[config.mk]
export PLATFORM = sky130hd
export DESIGN_NAME = serial_hhmmss_line_parser
export DESIGN_NICKNAME = d
export VERILOG_FILES = /design/src/sv/hhms_pkg.sv /design/src/sv/serial_hhmmss_line_parser.sv /design/src/sv/hhms_line_store.sv /design/src/sv/hhms_time_decode.sv
export SDC_FILE = /design/constraint.sdc
export NUM_CORES = 1
export LEC_CHECK = 0
export ABC_AREA = 1
export BUFFER_PORTS_ARGS = -buffer_cell sky130_fd_sc_hd__buf_2
export CORE_UTILIZATION = 62
export CTS_CLUSTER_SIZE = 30
export DETAILED_ROUTE_END_ITERATION = 6
export GPL_ROUTABILITY_DRIVEN = 0
export GPL_TIMING_DRIVEN = 0
export PLACE_DENSITY = 0.84
export SETUP_SLACK_MARGIN = 0.1
export SLEW_MARGIN = 10
export SYNTH_ARGS = -nofsm -noshare
export SYNTH_HDL_FRONTEND = slang
export SYNTH_SLANG_ARGS = --single-unit
[constraint.sdc]
create_clock -name clock -period 4.9 [get_ports clock]
set_input_delay 0.245 -clock clock [delete_from_list [all_inputs] [get_ports clock]]
set_output_delay 0.245 -clock clock [all_outputs]
set_load 0.005 [all_outputs]
[src/sv/hhms_pkg.sv]
// hhms_pkg: shared types, character codes and digit helpers for the
// serial HHMMSS line parser. No dependencies.
`default_nettype none

package hhms_pkg;

   localparam int unsigned LINE_LEN = 6;
   localparam int unsigned FILL_W   = 3;

   localparam logic [7:0] CHAR_CR   = 8'h0D;
   localparam logic [7:0] CHAR_LF   = 8'h0A;
   localparam logic [7:0] CHAR_ZERO = 8'h30;
   localparam logic [7:0] CHAR_NINE = 8'h39;

   localparam logic [FILL_W-1:0] FILL_FULL = FILL_W'(LINE_LEN);

   typedef struct packed {
      logic [7:0] rx_byte;
      logic       frame_error;
   } req_type;

   typedef struct packed {
      logic [6:0] hours;
      logic [6:0] minutes;
      logic [6:0] seconds;
   } rsp_type;

   // line store contents as seen by the decoder
   typedef struct packed {
      logic                    armed;
      logic [FILL_W-1:0]       fill_count;
      logic [LINE_LEN-1:0][7:0] chars;
   } line_status_type;

   function automatic logic is_digit(input logic [7:0] c);
      logic r;
      r = (c >= CHAR_ZERO) && (c <= CHAR_NINE);
      return r;
   endfunction

   // 10*hi + lo from two ascii digits; low nibble of '0'..'9' is the value
   function automatic logic [6:0] pair_value(input logic [7:0] hi, input logic [7:0] lo);
      logic [6:0] h;
      logic [6:0] l;
      h = {3'b000, hi[3:0]};
      l = {3'b000, lo[3:0]};
      return (h << 3) + (h << 1) + l;
   endfunction

endpackage

`default_nettype wire

[src/sv/serial_hhmmss_line_parser.sv]
// serial_hhmmss_line_parser: top level with input register, line store,
// decoder and result register. Depends on hhms_pkg, hhms_line_store, hhms_time_decode.
`default_nettype none

// Takes one received byte per clock and emits hours/minutes/seconds when a
// newline closes a line whose first six stored characters are ascii digits
// (after the first newline since reset). Each item passes through the input
// register and then the result register, and rsp_valid rises when a decoded
// newline is loaded there; one item per cycle is sustained with no stall on
// the result side. A stall on rsp_stall holds the result register and backs
// up through the input register to req_stall.
module serial_hhmmss_line_parser (
   input  wire logic              clock,
   input  wire logic              reset,
   input  wire logic              req_valid,
   output logic                   req_stall,
   input  wire hhms_pkg::req_type req_data,
   output logic                   rsp_valid,
   input  wire logic              rsp_stall,
   output hhms_pkg::rsp_type      rsp_data
);

   logic                      in_valid_ff;
   hhms_pkg::req_type         in_data_ff;
   logic                      rsp_valid_ff;
   hhms_pkg::rsp_type         rsp_data_ff;
   logic                      out_free;
   logic                      advance;
   logic                      dec_hit;
   hhms_pkg::rsp_type         dec_time;
   hhms_pkg::line_status_type status;

   assign out_free  = !rsp_valid_ff || !rsp_stall;
   assign advance   = in_valid_ff && out_free;
   assign req_stall = in_valid_ff && !out_free;

   always_ff @(posedge clock) begin
      if (reset) begin
         in_valid_ff <= 1'b0;
      end else if (!req_stall) begin
         in_valid_ff <= req_valid;
      end
   end

   always_ff @(posedge clock) begin
      if (req_valid && !req_stall) begin
         in_data_ff <= req_data;
      end
   end

   hhms_line_store u_store (
      .clock      (clock),
      .reset      (reset),
      .char_valid (advance),
      .char_data  (in_data_ff),
      .status     (status)
   );

   hhms_time_decode u_decode (
      .char_data (in_data_ff),
      .status    (status),
      .hit       (dec_hit),
      .time_out  (dec_time)
   );

   always_ff @(posedge clock) begin
      if (reset) begin
         rsp_valid_ff <= 1'b0;
      end else if (out_free) begin
         rsp_valid_ff <= advance && dec_hit;
      end
   end

   always_ff @(posedge clock) begin
      if (advance && dec_hit) begin
         rsp_data_ff <= dec_time;
      end
   end

   assign rsp_valid = rsp_valid_ff;
   assign rsp_data  = rsp_data_ff;

`ifndef NO_ASSERTIONS
   a_fill_bound: assert property (@(posedge clock) disable iff (reset)
      status.fill_count <= hhms_pkg::FILL_FULL)
      else $error("fill count beyond line length");

   a_newline_clears: assert property (@(posedge clock) disable iff (reset)
      (advance && !in_data_ff.frame_error && (in_data_ff.rx_byte == hhms_pkg::CHAR_LF))
      |=> (status.fill_count == '0) && status.armed)
      else $error("newline did not clear and arm the line store");

   a_hit_loads_result: assert property (@(posedge clock) disable iff (reset)
      (advance && dec_hit) |=> rsp_valid_ff && (rsp_data_ff == $past(dec_time)))
      else $error("parsed time not loaded into result register");

   a_no_accept_when_blocked: assert property (@(posedge clock) disable iff (reset)
      (in_valid_ff && rsp_valid_ff && rsp_stall) |=> $stable(in_data_ff))
      else $error("input register overwritten while result side blocked");
`endif

endmodule

`default_nettype wire

[src/sv/hhms_line_store.sv]
// hhms_line_store: six-character line buffer with fill count and armed flag.
// Depends on hhms_pkg.
`default_nettype none

module hhms_line_store (
   input  wire logic                     clock,
   input  wire logic                     reset,
   input  wire logic                     char_valid,
   input  wire hhms_pkg::req_type        char_data,
   output hhms_pkg::line_status_type     status
);

   logic [7:0]                  store_ff [hhms_pkg::LINE_LEN];
   logic [hhms_pkg::FILL_W-1:0] fill_count_ff;
   logic [hhms_pkg::FILL_W-1:0] fill_count_in;
   logic                        armed_ff;
   logic                        armed_in;
   logic                        take;
   logic                        is_lf;
   logic                        do_store;

   assign take     = char_valid && !char_data.frame_error
                     && (char_data.rx_byte != hhms_pkg::CHAR_CR);
   assign is_lf    = char_data.rx_byte == hhms_pkg::CHAR_LF;
   assign do_store = take && !is_lf && (fill_count_ff < hhms_pkg::FILL_FULL);

   always_comb begin
      fill_count_in = fill_count_ff;
      armed_in      = armed_ff;
      if (take && is_lf) begin
         fill_count_in = '0;
         armed_in      = 1'b1;
      end else if (do_store) begin
         fill_count_in = fill_count_ff + 1'b1;
      end
   end

   always_ff @(posedge clock) begin
      if (reset) begin
         fill_count_ff <= '0;
         armed_ff      <= 1'b0;
      end else begin
         fill_count_ff <= fill_count_in;
         armed_ff      <= armed_in;
      end
   end

   always_ff @(posedge clock) begin
      if (do_store) begin
         store_ff[fill_count_ff] <= char_data.rx_byte;
      end
   end

   always_comb begin
      status.armed      = armed_ff;
      status.fill_count = fill_count_ff;
      for (int i = 0; i < hhms_pkg::LINE_LEN; i++) begin
         status.chars[i] = store_ff[i];
      end
   end

endmodule

`default_nettype wire

[src/sv/hhms_time_decode.sv]
// hhms_time_decode: checks a full armed line on newline and converts the
// six digits to hours, minutes, seconds. Depends on hhms_pkg.
`default_nettype none

module hhms_time_decode (
   input  wire hhms_pkg::req_type         char_data,
   input  wire hhms_pkg::line_status_type status,
   output logic                           hit,
   output hhms_pkg::rsp_type              time_out
);

   logic all_digits;

   always_comb begin
      all_digits = 1'b1;
      for (int i = 0; i < hhms_pkg::LINE_LEN; i++) begin
         if (!hhms_pkg::is_digit(status.chars[i])) begin
            all_digits = 1'b0;
         end
      end
   end

   assign hit = !char_data.frame_error
                && (char_data.rx_byte == hhms_pkg::CHAR_LF)
                && status.armed
                && (status.fill_count == hhms_pkg::FILL_FULL)
                && all_digits;

   assign time_out.hours   = hhms_pkg::pair_value(status.chars[0], status.chars[1]);
   assign time_out.minutes = hhms_pkg::pair_value(status.chars[2], status.chars[3]);
   assign time_out.seconds = hhms_pkg::pair_value(status.chars[4], status.chars[5]);

endmodule

`default_nettype wire

==> results by stage <==
Setup path:
- The maximum net fanout on the critical path is 21.
- Walking the worst path, the cells encountered are nor2_1 -> nand2_1 -> nor2_1 -> nand2_1 -> nor2_1 -> nand2_1 -> inv_1.
- The highest-delay cell along the critical path is sky130_fd_sc_hd__inv_1.
- The worst flop-to-flop path endpoint is rsp_data[17].
- The number of cells traversed by the worst register-to-register path is 7.
- For the worst setup path, the data required time is 4.89 ns.
- The worst setup path is captured at a register.
- For flop-to-flop paths, the worst setup slack is 2.56 ns.
- The worst path arrival time is 2.33 ns.
- The source of the worst register-to-register timing path is in_data_ff[8].
- The critical path class is register to register.
- The critical path's largest stage delay is 0.58 ns.
- The kind of launch point of the worst setup path is a register.

Die:
- The core region is 5507 um^2.
- The die covers 6026 um^2.
- The starting density of the core is about 64%.
- In this run the core area contains 27 standard-cell rows.
- The floorplan step set the die width to just under 80 um.
- The die is 77.63 um tall.
- The number of top-level design ports is 36.

Logic synthesis:
- After synthesis the netlist holds a flip-flop and latch count of 84.
- A synthesized cell averages around 14 um^2.
- Synthesis produced a netlist with a net count of 296.
- Summed over its instances, the top area cell type makes up 66.06% of the synthesized netlist area.
- The share of cell area taken by muxes after synthesis is 0%.
- The share of synthesized cell area in full adder, half adder and majority cells is 11.50%.
- The number of enable flip-flop cells after synthesis is 78.
- After synthesis, the most frequently instantiated cells are sky130_fd_sc_hd__edfxtp_1 (78), sky130_fd_sc_hd__nand2_1 (36), sky130_fd_sc_hd__nor2_1 (36).
- In the synthesized netlist the async set-or-reset flop fraction comes to 0%.
- Of the total synthesized cell area, the portion taken by XOR and XNOR cells is 2.470%.
- In the post-synthesis netlist, the cell with the most instances is sky130_fd_sc_hd__edfxtp_1.
- Summing the areas of all compound-gate instances in the mapped netlist gives 1.553% of the synthesized area.
- The dominant combinational cell family by area after synthesis is simple AND/OR/NAND/NOR gates.
- Yosys printed 0 warnings.
- The cell accounting for the most synthesized area is sky130_fd_sc_hd__edfxtp_1.
- After synthesis, the cell types taking the most area are sky130_fd_sc_hd__edfxtp_1 (66%), sky130_fd_sc_hd__ha_1 (8.1%), sky130_fd_sc_hd__nand2_1 (3.8%), sky130_fd_sc_hd__nor2_1 (3.8%), sky130_fd_sc_hd__dfxtp_1 (3.4%).
- The dominant register cell in the synthesized netlist is sky130_fd_sc_hd__edfxtp_1.
- The gate count of the mapped netlist is about 250.
- Sequential elements use 69.44% of the synthesized area.
- The number of different library cells used by synthesis comes to 18.
- Summing every instance area after synthesis gives 3546 um^2.
- Summing the areas of all and, or, nand and nor instances in the mapped netlist gives 12.39% of the synthesized area.

Place:
- Before CTS, the worst setup slack after placement is 2.539 ns.
- The count of buffers added on input and output ports is 35.
- Summing all placed instances gives a cell area of 3811 um^2.
- The number of placed instances, taps included is 361.
- Detailed placement finished with a half-perimeter wire length of ~3800 um.

Worst hold path:
- The tightest min-delay check is of the input port to register type.
- The startpoint of the tightest hold check path is req_data[0].
- For hold timing, the worst endpoint is in_data_ff[0].
- The hold-critical path depth is 1.

Global route:
- The number of antenna violations at the first check in global routing was 0.
- The global-route usage over all layers is 20.80%.
- The total grt overflow is 0.
- The largest net degree at the start of global routing is 22.
- The via count of the first global-routing pass came to 1891.
- The global-route wire length before repair is 8880 um.

Drt:
- Wires add up to 5382 um.
- Detailed routing inserted a total of roughly 2000 vias.
- In the routed design, unresolved DRC markers number 0.
- In the routed layout, each cell is associated on average with a via count of 5.231.
- In the final routed layout, each cell accounts on average for 14.28 um.
- The first routing iteration left 68 violations.
- Before antenna repair, the detailed router went through 5 iterations.
- The detail route stage leaves a number of antenna-violating nets equal to 0.

Timing:
- The worst path meets setup with 2.559 ns of slack.
- The final count of pins violating max slew is 0.
- The worst path uses 47.77% of the clock period.
- Subtracting the final worst setup slack from the clock period gives 2.341 ns.
- Setup repair after global routing left no endpoint under its margin.
- The final hold violation count is 0.
- The final clock skew is 0.01081 ns.
- The maximum operating frequency is 427.2 MHz.
- The slew at the pin closest to its max-slew limit is 0.7549 ns.
- In this run the tightest slew margin relative to its limit is 49.61%.
- The number of endpoints failing setup at the final stage is 0.
- After routing, the total negative slack on setup checks comes to 0 ns.

Flow run:
- Across the run, the number of max-cap violations was 0.

Clock tree:
- The CTS tree is done.
- The post-cts resize count is 0.
- The number of CTS-inserted buffers is 9.
- The hold-fix buffer count after cts is 0.
- The buffer levels on the longest clock path is 2.
- The cell at the root of the clock tree is sky130_fd_sc_hd__clkbuf_8.
- For the worst-skew pair, the clock arrives at the later sink with an insertion delay of 0.36 ns.
- The clock edge transition at the registers on the reported setup and hold paths is roughly 0.09 ns.
- Counting every sink on the clock net gives 84.
- The number of setup buffers added after CTS is 0.
- In this run the number of H-tree levels came out at 3.

Outcome:
- The run finished with clean final reports.

Layout:
- The net count of the finished layout is ~340.
- 0 antenna diodes ended up in the layout.
- The finished layout holds 377 standard cells, fillers aside.
- The post-route netlist has 20.98% of its cells at a drive strength greater than 1.
- The design area is approximately 4000 um^2.
- The area growth from synthesis to final layout is 13.34%.

Power and ir drop:
- In this run the power density over the cells is 335.1 nW/um^2.
- VDD sags by at most between 0.15 and 0.2 mV.
- The analysis attributes to cell leakage a power of 1.613 nW.
## sequential cells by signal, summed over array words and instances (netlist names)
| signal | flops |
|---|---|
| in_data_ff | 9 |
| in_valid_ff | 1 |
| rsp_data | 21 |
| rsp_valid | 1 |
| u_store.armed_ff | 1 |
| u_store.fill_count_ff | 3 |
| u_store.store_ff | 48 |
## cell families (layout without fill, tap and decap cells)
kind of cell,after synthesis,count (layout)
simple gates,95,95
xor+xnor,10,10
flops,84,84
compound gates,11,11
fa+ha+maj,29,29
buf+inv,25,76
## through the flow
| stage | total power (W) | hold WS (ns) | utilization [%] |
|---|---|---|---|
| 2_1_floorplan | 0.0008432 | 0.3141 | - |
| 3_3_place_gp | 0.0008573 | 0.4163 | 69.21 |
| 6_report | 0.001347 | 0.05575 | 72.98 |
| 4_1_cts | 0.001354 | 0.05083 | 72.98 |
| 5_1_grt | 0.001387 | 0.04895 | 72.98 |
| 3_5_place_dp | 0.0008603 | 0.4135 | 69.21 |
## area by class of cell
type                            count  area, um^2
Multi-Input combinational cell    145       989.7
Clock buffer                        9       123.9
Fill cell                         340        1488
Timing Repair Buffer               35       175.2
Clock inverter                      7       83.83
Tap cell                           72       90.09
Inverter                           25       93.84
Sequential cell                    84        2462
## layout by cell type, fill, tap and decap left out
master                        n
sky130_fd_sc_hd__clkinv_4     3
sky130_fd_sc_hd__inv_6        1
sky130_fd_sc_hd__edfxtp_1    78
sky130_fd_sc_hd__a21oi_1     11
sky130_fd_sc_hd__nor2_8       1
sky130_fd_sc_hd__nor2_2       3
sky130_fd_sc_hd__buf_2       35
sky130_fd_sc_hd__nand2_2      3
sky130_fd_sc_hd__clkbuf_8     9
sky130_fd_sc_hd__fa_1         6
sky130_fd_sc_hd__nand3_1      9
sky130_fd_sc_hd__inv_1       25
sky130_fd_sc_hd__nand2_4      1
sky130_fd_sc_hd__nand2_1     36
sky130_fd_sc_hd__nor2_1      36
sky130_fd_sc_hd__nor3_2       3
sky130_fd_sc_hd__ha_1        23
sky130_fd_sc_hd__dfxtp_1      6
sky130_fd_sc_hd__nand4_1      1
sky130_fd_sc_hd__clkinvlp_4   1
sky130_fd_sc_hd__bufinv_16    1
sky130_fd_sc_hd__xor2_1      10
sky130_fd_sc_hd__inv_8        1
sky130_fd_sc_hd__nand3_2      1
sky130_fd_sc_hd__or2_4        1
## routing by layer
layer	up-vias	global-route usage [%]	share of wire [%]
li1	964	-	-
met1	932	23.96	39
met2	62	35.75	53
met3	14	4.000	4.3
met4	0	13.02	3.5
met5	-	0	0
## critical path: cells and delay by family (launching register included)
kind / cells / cell delay (ns)
buf+inv: 1 / 0.58
simple gates: 6 / 0.88
flops: 1 / 0.51
## power breakdown
group / total (W) / internal, W / switching [W]
clock: 0.000503 / 0.000243 / 0.000260
sequential: 0.000812 / 0.000796 / 0.0000162
combinational: 0.0000317 / 0.0000137 / 0.0000180
total: 0.00135 / 0.00105 / 0.000294
## how the worst max path moves through the flow
| stage | end | slack, ns | startpoint | depth (start not counted) |
|---|---|---|---|---|
| global placement | rsp_data[17] | 2.70 | in_data_ff[6] | 7 |
| floorplan | rsp_data[13] | 2.97 | u_store.store_ff[2][0] | 5 |
| detailed placement | rsp_data[6] | 2.54 | in_data_ff[8] | 7 |
| global route | rsp_data[18] | 2.37 | in_data_ff[7] | 7 |
| CTS | rsp_data[8] | 2.53 | in_data_ff[8] | 7 |
| finish | rsp_data[17] | 2.56 | in_data_ff[8] | 7 |
Note: power is estimated with default switching activity, not from simulation.
